==> src/rtl/bfpa_pkg.sv <==
package bfpa_pkg;

  // Field widths
  localparam int OWNER_W = 8;
  localparam int SIZE_W  = 8;
  localparam int TOTAL_W = 10;
  localparam int PIDX_W  = 3;
  localparam int CFG_IDX_W  = 3;
  localparam int CFG_DATA_W = 10;

  // Running sums hold up to eight capacities plus one request without wrapping
  localparam int SUM_W = 12;

  localparam int NUM_SIZE_REGS = 6;
  localparam logic [TOTAL_W-1:0] TOTAL_MAX = 10'd1023;
  localparam logic [TOTAL_W-1:0] TOTAL_CAP_RESET = 10'd100;

  // Configuration register indexes
  localparam logic [CFG_IDX_W-1:0] REG_SIZE_PART0  = 3'd0;
  localparam logic [CFG_IDX_W-1:0] REG_SIZE_PART5  = 3'd5;
  localparam logic [CFG_IDX_W-1:0] REG_TOTAL_CAP   = 3'd6;

  // Opcodes
  localparam logic OP_ALLOC   = 1'b0;
  localparam logic OP_RELEASE = 1'b1;

  typedef logic [NUM_SIZE_REGS-1:0][SIZE_W-1:0] size_arr_t;

  // Partition capacities after reset, partition five first
  localparam size_arr_t SIZE_RESET = {8'd2, 8'd8, 8'd10, 8'd15, 8'd25, 8'd40};

  typedef enum logic [1:0] {
    ST_IDLE,
    ST_SCAN,
    ST_COMMIT,
    ST_FINISH
  } state_t;

  // One partition table entry
  typedef struct packed {
    logic              busy;
    logic [OWNER_W-1:0] owner;
    logic [SIZE_W-1:0]  req;
  } entry_t;

  // Table write port
  typedef struct packed {
    logic              en;
    logic [PIDX_W-1:0] idx;
    entry_t            data;
  } entry_wr_t;

  // Result of one item
  typedef struct packed {
    logic               success;
    logic [PIDX_W-1:0]  part_idx;
    logic [TOTAL_W-1:0] used;
    logic [TOTAL_W-1:0] free;
    logic [TOTAL_W-1:0] usable;
  } result_t;

  // Capacity of a partition; partitions past the size registers hold nothing
  function automatic logic [SIZE_W-1:0] cap_of(input size_arr_t sizes,
                                               input logic [PIDX_W-1:0] idx);
    logic [SIZE_W-1:0] c;
    c = '0;
    if (idx < PIDX_W'(NUM_SIZE_REGS)) begin
      c = sizes[idx];
    end
    return c;
  endfunction

endpackage

==> src/rtl/bfpa_part_store.sv <==
module bfpa_part_store
  import bfpa_pkg::*;
#(
  parameter int NUM_PARTITIONS = 6
) (
  input  logic              clk,
  input  logic              rst,
  input  logic [PIDX_W-1:0] rd_idx,
  output entry_t            rd_entry,
  input  entry_wr_t         wr
);

  localparam int IW = (NUM_PARTITIONS > 1) ? $clog2(NUM_PARTITIONS) : 1;

  logic               busy  [NUM_PARTITIONS];
  logic [OWNER_W-1:0] owner [NUM_PARTITIONS];
  logic [SIZE_W-1:0]  req   [NUM_PARTITIONS];

  logic [IW-1:0] ri;
  logic [IW-1:0] wi;

  assign ri = rd_idx[IW-1:0];
  assign wi = wr.idx[IW-1:0];

  // Busy bits clear on reset, owner and size only matter while busy
  always_ff @(posedge clk) begin
    if (rst) begin
      for (int i = 0; i < NUM_PARTITIONS; i++) begin
        busy[i] <= 1'b0;
      end
    end else if (wr.en) begin
      busy[wi] <= wr.data.busy;
    end
  end

  always_ff @(posedge clk) begin
    if (wr.en) begin
      owner[wi] <= wr.data.owner;
      req[wi]   <= wr.data.req;
    end
  end

  // Single read port at the scan position
  always_comb begin
    rd_entry.busy  = busy[ri];
    rd_entry.owner = owner[ri];
    rd_entry.req   = req[ri];
  end

endmodule

==> src/rtl/bfpa_seq.sv <==
module bfpa_seq
  import bfpa_pkg::*;
#(
  parameter int NUM_PARTITIONS = 6
) (
  input  logic               clk,
  input  logic               rst,
  input  logic               start,
  input  logic               op,
  input  logic [OWNER_W-1:0] owner,
  input  logic [SIZE_W-1:0]  req,
  input  size_arr_t          sizes,
  input  logic [TOTAL_W-1:0] total_cap,
  output logic               idle,
  input  logic               res_ready,
  output logic               res_valid,
  output result_t            res,
  output logic [PIDX_W-1:0]  rd_idx,
  input  entry_t             rd_entry,
  output entry_wr_t          wr
);

  localparam int CW = $clog2(NUM_PARTITIONS + 1);
  localparam logic [CW-1:0] LAST = CW'(NUM_PARTITIONS - 1);

  state_t state, state_next;

  logic [CW-1:0]      cnt;
  logic               op_code;
  logic [OWNER_W-1:0] op_owner;
  logic [SIZE_W-1:0]  op_req;
  logic               found;
  logic [PIDX_W-1:0]  best_idx;
  logic [SIZE_W-1:0]  best_left;
  logic [SIZE_W-1:0]  best_cap;
  logic [SIZE_W-1:0]  best_req;
  logic [SUM_W-1:0]   usum;
  logic [SUM_W-1:0]   osum;

  logic [PIDX_W-1:0]  scan_idx;
  logic [SIZE_W-1:0]  cap;
  logic [SIZE_W-1:0]  left;
  logic               take;
  logic [TOTAL_W-1:0] used_sat;
  logic [TOTAL_W-1:0] occ_sat;

  assign scan_idx = PIDX_W'(cnt);
  assign cap      = cap_of(sizes, scan_idx);
  assign left     = cap - op_req;

  // Shared compare unit: does the partition under the scan beat the best so far
  always_comb begin
    take = 1'b0;
    if (op_code == OP_ALLOC) begin
      take = !rd_entry.busy && (cap >= op_req) && (!found || (left < best_left));
    end else begin
      take = rd_entry.busy && (rd_entry.owner == op_owner) && !found;
    end
  end

  // Next state
  always_comb begin
    state_next = state;
    unique case (state)
      ST_IDLE:   if (start) state_next = ST_SCAN;
      ST_SCAN:   if (cnt == LAST) state_next = ST_COMMIT;
      ST_COMMIT: state_next = ST_FINISH;
      ST_FINISH: if (res_ready) state_next = ST_IDLE;
      default:   state_next = ST_IDLE;
    endcase
  end

  always_ff @(posedge clk) begin
    if (rst) begin
      state <= ST_IDLE;
    end else begin
      state <= state_next;
    end
  end

  // Outputs of the sequencer
  always_comb begin
    idle      = 1'b0;
    res_valid = 1'b0;
    wr        = '0;
    unique case (state)
      ST_IDLE:   idle = 1'b1;
      ST_SCAN:   ;
      ST_COMMIT: begin
        wr.en  = found;
        wr.idx = best_idx;
        if (op_code == OP_ALLOC) begin
          wr.data.busy  = 1'b1;
          wr.data.owner = op_owner;
          wr.data.req   = op_req;
        end
      end
      ST_FINISH: res_valid = 1'b1;
      default:   ;
    endcase
  end

  assign rd_idx = scan_idx;

  // Datapath: scan, then fold the table change into the sums
  always_ff @(posedge clk) begin
    unique case (state)
      ST_IDLE: begin
        if (start) begin
          op_code  <= op;
          op_owner <= owner;
          op_req   <= req;
          cnt      <= '0;
          found    <= 1'b0;
          usum     <= '0;
          osum     <= '0;
        end
      end
      ST_SCAN: begin
        cnt <= cnt + 1'b1;
        if (take) begin
          found     <= 1'b1;
          best_idx  <= scan_idx;
          best_left <= left;
          best_cap  <= cap;
          best_req  <= rd_entry.req;
        end
        if (rd_entry.busy) begin
          usum <= usum + SUM_W'(rd_entry.req);
          osum <= osum + SUM_W'(cap);
        end
      end
      ST_COMMIT: begin
        if (found) begin
          if (op_code == OP_ALLOC) begin
            usum <= usum + SUM_W'(op_req);
            osum <= osum + SUM_W'(best_cap);
          end else begin
            usum <= usum - SUM_W'(best_req);
            osum <= osum - SUM_W'(best_cap);
          end
        end
      end
      ST_FINISH: ;
      default: ;
    endcase
  end

  // Totals saturate, free figures floor at zero
  assign used_sat = (usum > SUM_W'(TOTAL_MAX)) ? TOTAL_MAX : usum[TOTAL_W-1:0];
  assign occ_sat  = (osum > SUM_W'(TOTAL_MAX)) ? TOTAL_MAX : osum[TOTAL_W-1:0];

  always_comb begin
    res.success  = found;
    res.part_idx = found ? best_idx : '0;
    res.used     = used_sat;
    res.free     = (total_cap > used_sat) ? (total_cap - used_sat) : '0;
    res.usable   = (total_cap > occ_sat) ? (total_cap - occ_sat) : '0;
  end

  a_scan_in_range: assert property (@(posedge clk) disable iff (rst)
    state == ST_SCAN |-> cnt <= LAST)
    else $error("scan position past last partition");

  a_start_scan: assert property (@(posedge clk) disable iff (rst)
    (state == ST_IDLE && start) |=> (state == ST_SCAN && cnt == '0 && !found))
    else $error("item did not start a fresh scan");

  a_grant_fits: assert property (@(posedge clk) disable iff (rst)
    (state == ST_COMMIT && found && op_code == OP_ALLOC) |-> best_cap >= op_req)
    else $error("granted partition smaller than request");

  a_no_change: assert property (@(posedge clk) disable iff (rst)
    (state == ST_COMMIT && !found) |=> (usum == $past(usum) && osum == $past(osum)))
    else $error("sums moved without a grant or release");

  a_fail_idx: assert property (@(posedge clk) disable iff (rst)
    (res_valid && !res.success) |-> res.part_idx == '0)
    else $error("failed item reports a partition");

endmodule

==> src/rtl/best_fit_partition_allocator_core.sv <==
// Channel  Direction  Handshake            Payload
// in       input      in_valid / in_ready  opcode, owner_id, request_size
// out      output     out_valid/out_ready  success, partition_index, used_total,
//                                          free_total, usable_free
// cfg      input      cfg_we               cfg_index, cfg_data
//
// After acceptance an item is scanned one partition per cycle through the
// shared compare unit, a commit state then updates the table and the sums,
// and a finish state offers the result. The result sits in an output
// register, so a new item is taken while it waits. in_ready stays low from
// acceptance until the result has moved into the output register; while that
// register is still full the result is held back and in_ready stays low.
// Synchronous reset frees every partition and loads the default capacities.
module best_fit_partition_allocator_core
  import bfpa_pkg::*;
#(
  parameter int NUM_PARTITIONS = 6
) (
  input  logic                  clk,
  input  logic                  rst,
  input  logic                  in_valid,
  output logic                  in_ready,
  input  logic                  opcode,
  input  logic [OWNER_W-1:0]    owner_id,
  input  logic [SIZE_W-1:0]     request_size,
  output logic                  out_valid,
  input  logic                  out_ready,
  output logic                  success,
  output logic [PIDX_W-1:0]     partition_index,
  output logic [TOTAL_W-1:0]    used_total,
  output logic [TOTAL_W-1:0]    free_total,
  output logic [TOTAL_W-1:0]    usable_free,
  input  logic                  cfg_we,
  input  logic [CFG_IDX_W-1:0]  cfg_index,
  input  logic [CFG_DATA_W-1:0] cfg_data
);

  size_arr_t          sizes;
  logic [TOTAL_W-1:0] total_cap;

  logic        start;
  logic        idle;
  logic        res_ready;
  logic        res_valid;
  result_t     res;
  logic [PIDX_W-1:0] rd_idx;
  entry_t      rd_entry;
  entry_wr_t   wr;

  // Configuration registers
  always_ff @(posedge clk) begin
    if (rst) begin
      sizes     <= SIZE_RESET;
      total_cap <= TOTAL_CAP_RESET;
    end else if (cfg_we) begin
      if (cfg_index <= REG_SIZE_PART5) begin
        sizes[cfg_index - REG_SIZE_PART0] <= cfg_data[SIZE_W-1:0];
      end else if (cfg_index == REG_TOTAL_CAP) begin
        total_cap <= cfg_data[TOTAL_W-1:0];
      end
    end
  end

  assign in_ready  = idle;
  assign start     = in_valid & idle;
  assign res_ready = !out_valid || out_ready;

  bfpa_part_store #(
    .NUM_PARTITIONS(NUM_PARTITIONS)
  ) u_store (
    .clk      (clk),
    .rst      (rst),
    .rd_idx   (rd_idx),
    .rd_entry (rd_entry),
    .wr       (wr)
  );

  bfpa_seq #(
    .NUM_PARTITIONS(NUM_PARTITIONS)
  ) u_seq (
    .clk       (clk),
    .rst       (rst),
    .start     (start),
    .op        (opcode),
    .owner     (owner_id),
    .req       (request_size),
    .sizes     (sizes),
    .total_cap (total_cap),
    .idle      (idle),
    .res_ready (res_ready),
    .res_valid (res_valid),
    .res       (res),
    .rd_idx    (rd_idx),
    .rd_entry  (rd_entry),
    .wr        (wr)
  );

  // Output register
  always_ff @(posedge clk) begin
    if (rst) begin
      out_valid <= 1'b0;
    end else if (res_valid && res_ready) begin
      out_valid <= 1'b1;
    end else if (out_ready) begin
      out_valid <= 1'b0;
    end
  end

  always_ff @(posedge clk) begin
    if (res_valid && res_ready) begin
      success         <= res.success;
      partition_index <= res.part_idx;
      used_total      <= res.used;
      free_total      <= res.free;
      usable_free     <= res.usable;
    end
  end

endmodule

==> config.mk <==
export PLATFORM = sky130hd
export DESIGN_NAME = best_fit_partition_allocator_core
export DESIGN_NICKNAME = d
export VERILOG_FILES = /design/src/rtl/bfpa_pkg.sv /design/src/rtl/bfpa_part_store.sv /design/src/rtl/bfpa_seq.sv /design/src/rtl/best_fit_partition_allocator_core.sv
export SDC_FILE = /design/constraint.sdc
export NUM_CORES = 1
export LEC_CHECK = 0
export BUFFER_PORTS_ARGS = -buffer_cell sky130_fd_sc_hd__buf_2
export CORE_MARGIN = 1.5
export CORE_UTILIZATION = 45
export DETAILED_ROUTE_END_ITERATION = 16
export PLACE_DENSITY_LB_ADDON = 0.3
export SETUP_SLACK_MARGIN = 0.5
export SLEW_MARGIN = 20
export SYNTH_ARGS = -nofsm -noshare
export SYNTH_HDL_FRONTEND = slang
export SYNTH_SLANG_ARGS = --single-unit
==> constraint.sdc <==
create_clock -name clk -period 5.7 [get_ports clk]
set_input_delay 1.425 -clock clk [delete_from_list [all_inputs] [get_ports clk]]
set_output_delay 1.425 -clock clk [all_outputs]
set_load 0.01 [all_outputs]
==> results of run 1 <==
cells by family after synthesis:
family / count (synthesis) / synth area share [%]
AO/OA/AOI/OAI: 208 / 9.223
XOR/XNOR: 73 / 4.674
adder cells (fa/ha/maj): 73 / 6.805
buffers and inverters: 108 / 3.035
flip-flops: 274 / 54.30
multiplexers: 75 / 7.011
AND/OR/NAND/NOR: 435 / 14.95
critical path, cell delays in order (launching register included):
cell       delay, ps
edfxtp_1         420
buf_12           160
buf_4            160
mux2_1           310
a222oi_1         350
buf_4            190
inv_1             90
ha_1             330
and2_1           180
a221o_1          340
xor2_1           160
ha_1             300
a21oi_1          150
nor2b_1           60
o31a_1           240
o21ai_0          160
o2111ai_1        180
a21boi_2         380
buf_4            360
layout make-up:
cell class	instances	area (um2)	area share, %
inverter	63	236.5	1.481
multi-input combinational	864	6000	37.58
tap	396	495.5	3.104
timing repair buffer	96	570.5	3.574
clock inverter	21	259.0	1.622
sequential	274	7589	47.53
clock buffer	33	814.5	5.102
worst min path at each step:
| stage | slack, ps | cells after the start | end | from |
|---|---|---|---|---|
| 3_5_place_dp | 440 | 2 | sizes[42] | sizes[42] |
| 2_1_floorplan | 420 | 0 | u_seq.best_idx[2] | u_seq.rd_idx[2] |
| 5_1_grt | 480 | 2 | sizes[44] | sizes[44] |
| 4_1_cts | 460 | 2 | sizes[2] | sizes[2] |
| 3_3_place_gp | 440 | 2 | sizes[42] | sizes[42] |
| 6_report | 460 | 2 | sizes[42] | sizes[42] |
power by group through the flow:
stage	logic (mW)	registers [mW]	clock network [mW]
global route	4.55	2.83	2.19
CTS	4.05	2.80	2.11
global placement	3.88	2.85	0
floorplan	3.14	2.73	0
detailed placement	3.96	2.86	0
finish	4.07	2.80	2.08
what timing repair did:
item                       CTS  global route
setup endpoints to repair   22            22
resized for setup            0             1
hold buffers                 0             0
pin swaps                    0             2
buffers inserted             4             3
per-layer routing:
layer  part of all wire, %  GRT usage (%)  vias up
li1                      -              -     4672
met1                    46          27.59     4561
met3                   4.9          2.417       65
met5                     0              0        -
met2                    47          32.03      244
met4                   3.0          6.784        0
through the flow:
stage | setup slack, ps | cells | util, %
6_report | 797.3 | 1747 | 52.19
5_1_grt | 484.2 | 1747 | 52.19
3_3_place_gp | 524.5 | 1686 | 48.41
4_1_cts | 642.7 | 1744 | 52.10
2_1_floorplan | 690.3 | 1246 | -
3_5_place_dp | 330.8 | 1686 | 48.41
registers in the layout, indices dropped and copies added (netlist names), 3 cells and up, named ones only:
signal           flops
free_total          10
partition_index      3
sizes               48
total_cap           10
u_seq.best_cap       8
u_seq.best_idx       3
u_seq.best_left      8
u_seq.best_req       8
u_seq.op_owner       8
u_seq.op_req         8
u_seq.osum          12
u_seq.rd_idx         3
u_seq.usum          12
u_store.busy         8
u_store.owner       48
u_store.req         48
usable_free         10
used_total          10
cell usage after synthesis (9+ instances only):
cell,instances
o21ai_0,43
mux4_2,16
or3_1,21
xor2_1,25
mux2i_1,36
mux2_2,14
and3_1,13
a21oi_1,80
nor2_1,101
nand2_1,147
clkbuf_1,33
nand3_1,19
mux2_1,9
xnor2_1,47
ha_1,68
nand3b_1,16
nand2b_1,18
inv_1,61
nor3_1,33
edfxtp_1,210
dfxtp_1,64
nor2b_1,19
buf_2,9
a21o_1,14
and2_1,15
cells in the final DEF, fill, tap and decap left out, types with 24 or more instances in the layout:
cell / Yosys / layout
dfxtp_1: 64 / 63
buf_2: 9 / 70
nand2_1: 147 / 147
o21ai_0: 43 / 43
buf_4: 0 / 24
xor2_1: 25 / 25
a21oi_1: 80 / 79
xnor2_1: 47 / 47
clkbuf_16: 0 / 32
inv_1: 61 / 61
mux2i_1: 36 / 36
nor3_1: 33 / 32
ha_1: 68 / 68
nor2_1: 101 / 101
edfxtp_1: 210 / 210
==> impl_metrics.csv, run 1 <==
group,metric,value,unit
power_and_ir_drop,switching_share,37.60,%
clock_network,root_buffer,"clkbuf_16",
global_route,grt_pass1_wl,49340,um
logic_synthesis,ys.flop_type,"edfxtp_1",
power_and_ir_drop,p_total,8.947,mW
critical_path,reg2reg_from,"u_seq.rd_idx[0]",
die,fp.dieW,179.2,um
critical_path,r2r_cells,18,
logic_synthesis,ys_seq_elements,274,
timing,period_minus_slack,4903,ps
status,status,"complete, no violations",
placed_design,place_congestion,0.8627,
clock_network,cts_max_path_buffers,3,
placed_design,post_dp_cell_area,14810,um2
finish,drive_gt1_share,14.66,%
detailed_routing,dr.pass1.iters,5,
die,core,30590,um2
die,die-area,32120,um2
critical_path,setup.worst_path.start_class,"register",
timing,maxSlewHeadroom,28.25,%
power_and_ir_drop,power_frac_comb,45.5,%
power_and_ir_drop,p_int,5.583,mW
timing,final.setup.tns,0,ps
power_and_ir_drop,p_seq_share,31.3,%
logic_synthesis,ys_async_sr_fraction,0,%
logic_synthesis,synthCells,1246,
logic_synthesis,netlist_top_cells_area,"edfxtp_1 45%, dfxtp_1 9.2%, ha_1 6.1%",
logic_synthesis,ys_types,68,
detailed_routing,routed_wl,31270,um
critical_path,crit_type,"register to register",
global_route,grt_overflow,0,
critical_path,required,5920,ps
clock_network,cts_made_buffers,29,
detailed_routing,antenna_left,0,
critical_path,r2r_end,"u_seq.best_left[5]",
critical_path,regToRegSetupSlack,800,ps
die,start_util,45.68,%
timing,skew,26.05,ps
run,maxCapViolCount,0,
logic_synthesis,syn-cell-area,13970,um2
clock_network,h-tree-depth,1,
detailed_routing,vias,9542,
global_route,antenna_found_initial,0,
timing,hold_viol_final,0,
global_route,grtUsageTotal,19.82,%
logic_synthesis,synth_edf_count,210,
finish,stdcell_area,15960,um2
finish,fillers,2681,
die,dieHeight,179.2,um
timing,max_freq,204.0,MHz
global_route,first_global_vias,9209,
placed_design,numPortBuffers,70,
power_and_ir_drop,p_leak,6.178,nW
global_route,grt_max_degree,71,
placed_design,detailed_place_hpwl,21950,um
timing,slew_violations,0,
logic_synthesis,synth_top_area_share,45.13,%
timing,hold_ws,458.8,ps
logic_synthesis,yosys_warnings,0,
logic_synthesis,syn_nets,1354,
detailed_routing,route.detailed.drc,0,
clock_network,cts_tree,"yes",
timing,tightest_slew,1076,ps
timing,rsz0062_at_grt,"no",
clock_network,cts_sinks,274,
die,io-pin-count,71,
logic_synthesis,ys_seq_area_share,54.30,%
logic_synthesis,yosys.area.top_type,"edfxtp_1",
power_and_ir_drop,switchingPower,3.364,mW
finish,area_growth,14.25,%
timing,fin_crit_sh,86.01,%
critical_path,critPathCapture,"u_seq.best_left[5]",
critical_path,path_max_fanout,22,
finish,diodes,0,
power_and_ir_drop,p_per_area,560.4,nW/um2
detailed_routing,drt-vias-per-instance,5.462,
clock_network,clk_pin_slew,70,ps
min_path,hp-class,"register to register",
critical_path,end_kind,"register",
critical_path,arrival,5130,ps
logic_synthesis,avgSynthCellArea,11.21,um2
critical_path,critPathLaunch,"u_seq.rd_idx[0]",
power_and_ir_drop,clock_power_share,23.3,%
detailed_routing,drtIter0Drc,759,
finish,nets,1436,
timing,setup_violations,0,
power_and_ir_drop,irDropWorstVdd,0.0002789,V
detailed_routing,wl_per_cell,17.90,um
die,fp-row-count,64,
clock_network,insertion_delay,560,ps
Power figures use the tool's default switching activity.
==> run 2: changes to the inputs <==
--- a/config.mk
+++ b/config.mk
@@ -9,7 +9,6 @@
 export CORE_MARGIN = 1.5
 export CORE_UTILIZATION = 45
 export DETAILED_ROUTE_END_ITERATION = 16
-export PLACE_DENSITY_LB_ADDON = 0.3
 export SETUP_SLACK_MARGIN = 0.5
 export SLEW_MARGIN = 20
 export SYNTH_ARGS = -nofsm -noshare
==> run 2 against run 1 <==
Net effect:
- clock skew down 7.4 ps
- power is 1.8% lower
- worst setup slack improved by 130 ps
==> impl_metrics.csv, run 2 (same netlist as run 1, synthesis figures left out) <==
group,metric,value,unit
status,status,"complete, no violations",
global_route,grtUsageTotal,20.37,%
critical_path,critPathMaxStageDelay,480,ps
critical_path,crit_type,"register to register",
clock_network,cts_tree,"yes",
critical_path,worst_path_most_repeated_cell,"a21oi_1",
critical_path,required,5950,ps
timing,fin_crit_sh,83.80,%
die,die-area,32120,um2
finish,drive_gt1_share,14.17,%
timing,final.setup.tns,0,ps
power_and_ir_drop,p_total,8.787,mW
detailed_routing,dr.pass1.iters,5,
finish,diodes,0,
critical_path,end_kind,"register",
detailed_routing,vias,9578,
die,fp.dieW,179.2,um
timing,setup_violations,0,
critical_path,path_max_fanout,21,
timing,maxSlewHeadroom,31.25,%
die,dieHeight,179.2,um
detailed_routing,wl_met1,15150,um
clock_network,h-tree-depth,1,
power_and_ir_drop,irDropWorstVdd,0.0002336,V
clock_network,cts_max_path_buffers,3,
finish,mostFrequentLayoutCells,"210 x edfxtp_1, 147 x nand2_1, 101 x nor2_1",
placed_design,place_congestion,0.8632,
detailed_routing,wl_per_cell,18.39,um
critical_path,slowest_stage,"fa_1",
finish,regArea,7589,um2
finish,top_regs,"sizes x48, u_store.owner x48, u_store.req x48",
global_route,grt_max_degree,71,
finish,area_growth,13.86,%
finish,final_util,52.01,%
critical_path,setup.worst_path.start_class,"register",
finish,multi_input_area,6008,um2
detailed_routing,highest_layer,"met4",
clock_network,cts_hold_buf,0,
global_route,first_global_vias,9113,
critical_path,regToRegSetupSlack,920,ps
clock_network,cts_sinks,274,
detailed_routing,route.detailed.drc,0,
finish,final_common_cell,"edfxtp_1",
timing,skew,18.68,ps
timing,rsz0062_at_grt,"no",
timing,max_freq,209.4,MHz
finish,nets,1439,
power_and_ir_drop,p_leak,6.138,nW
detailed_routing,drt-vias-per-instance,5.470,
finish,fillers,2728,
timing,hold_viol_final,0,
run,maxCapViolCount,0,
timing,slew_violations,0,
timing,hold_ws,450.7,ps
placed_design,dp_cells,1686,
timing,period_minus_slack,4777,ps
detailed_routing,antenna_left,0,
critical_path,path_cells,"buf_4 > buf_4 > mux2_2 > a21oi_1 > inv_1 > fa_1 > a21o_1 > a21oi_1 > o21ai_0 > xor2_1 > ha_1 > o2111ai_1 > a21oi_1 > o31a_1 > o21ai_0 > o2111ai_1 > a21boi_4 > buf_12",
min_path,hp-class,"register to register",
detailed_routing,routed_wl,32190,um
detailed_routing,route.met3.wl,1757,um
detailed_routing,wl_met2,14660,um
global_route,grt_pass1_wl,50560,um
clock_network,insertion_delay,560,ps
power_and_ir_drop,p_per_area,552.3,nW/um2
placed_design,detailed_place_hpwl,22570,um
placed_design,numPortBuffers,70,
die,io-pin-count,71,
clock_network,cts_made_buffers,30,
global_route,grt_overflow,0,
critical_path,arrival,5030,ps
clock_network,clk_pin_slew,60,ps
clock_network,root_buffer,"clkbuf_16",
die,core,30590,um2
global_route,antenna_found_initial,0,
finish,fin_cells,1751,
timing,tightest_slew,1023,ps
die,fp-row-count,64,
detailed_routing,drtIter0Drc,658,
die,start_util,45.68,%
## run 2: cell count changes in the layout (fill, tap and decap cells not counted), sizes merged
cell      change
clkbuf        +7
inv           -4
buf           +2
bufinv        -2
clkinvlp      +1
## run 2: path summary, 6_finish.rpt
check,from,to,cells past startpoint
worst max-delay path,u_seq.rd_idx[0],u_seq.best_req[6],18
worst min-delay path,sizes[29],sizes[29],2
worst max register to register,u_seq.rd_idx[0],u_seq.best_req[6],18
worst min register to register,sizes[29],sizes[29],2
## run 2: routing by layer
layer / up-vias / GRT usage (%)
li1: 4686 / -
met1: 4590 / 29.73
met2: 254 / 31.98
met3: 48 / 2.778
met4: 0 / 5.096
met5: - / 0
## run 2: area by class of cell
type | instances | share of cell area, %
multi-input cells | 864 | 37.76
flip-flops and latches | 274 | 47.70
clock buffers | 40 | 5.277
repair buffers | 98 | 3.680
inverters | 63 | 1.486
well taps | 396 | 3.114
clock inverters | 16 | 0.9830
## run 2: worst max-delay path, delay by kind of cell (launching register included)
kind | cells | cell delay (ps)
AOI/OAI and AO/OA | 10 | 2060
DFF | 1 | 460
xor gates and xnor gates | 1 | 190
adders and majority gates | 2 | 790
buffers and inverters | 4 | 700
muxes | 1 | 270
## run 2: what timing repair did
action | CTS | global route
pin swaps | 0 | 2
resized for setup | 0 | 2
setup endpoints to repair | 21 | 27
setup buffers | 5 | 3
## run 2: stage by stage
step | area, um2 | setup WS, ps
global route | 15910 | 561.2
finish | 15910 | 923.5
floorplan | 13980 | 690.3
CTS | 15860 | 691.6
detailed placement | 14820 | 466.6
global placement | 14820 | 541.6
## run 2: where the power goes
part	leakage (nW)	total (mW)	switching [mW]	internal, mW
clock network	0.481	1.93	0.770	1.16
logic	3.12	4.04	2.31	1.73
registers	2.54	2.81	0.230	2.58
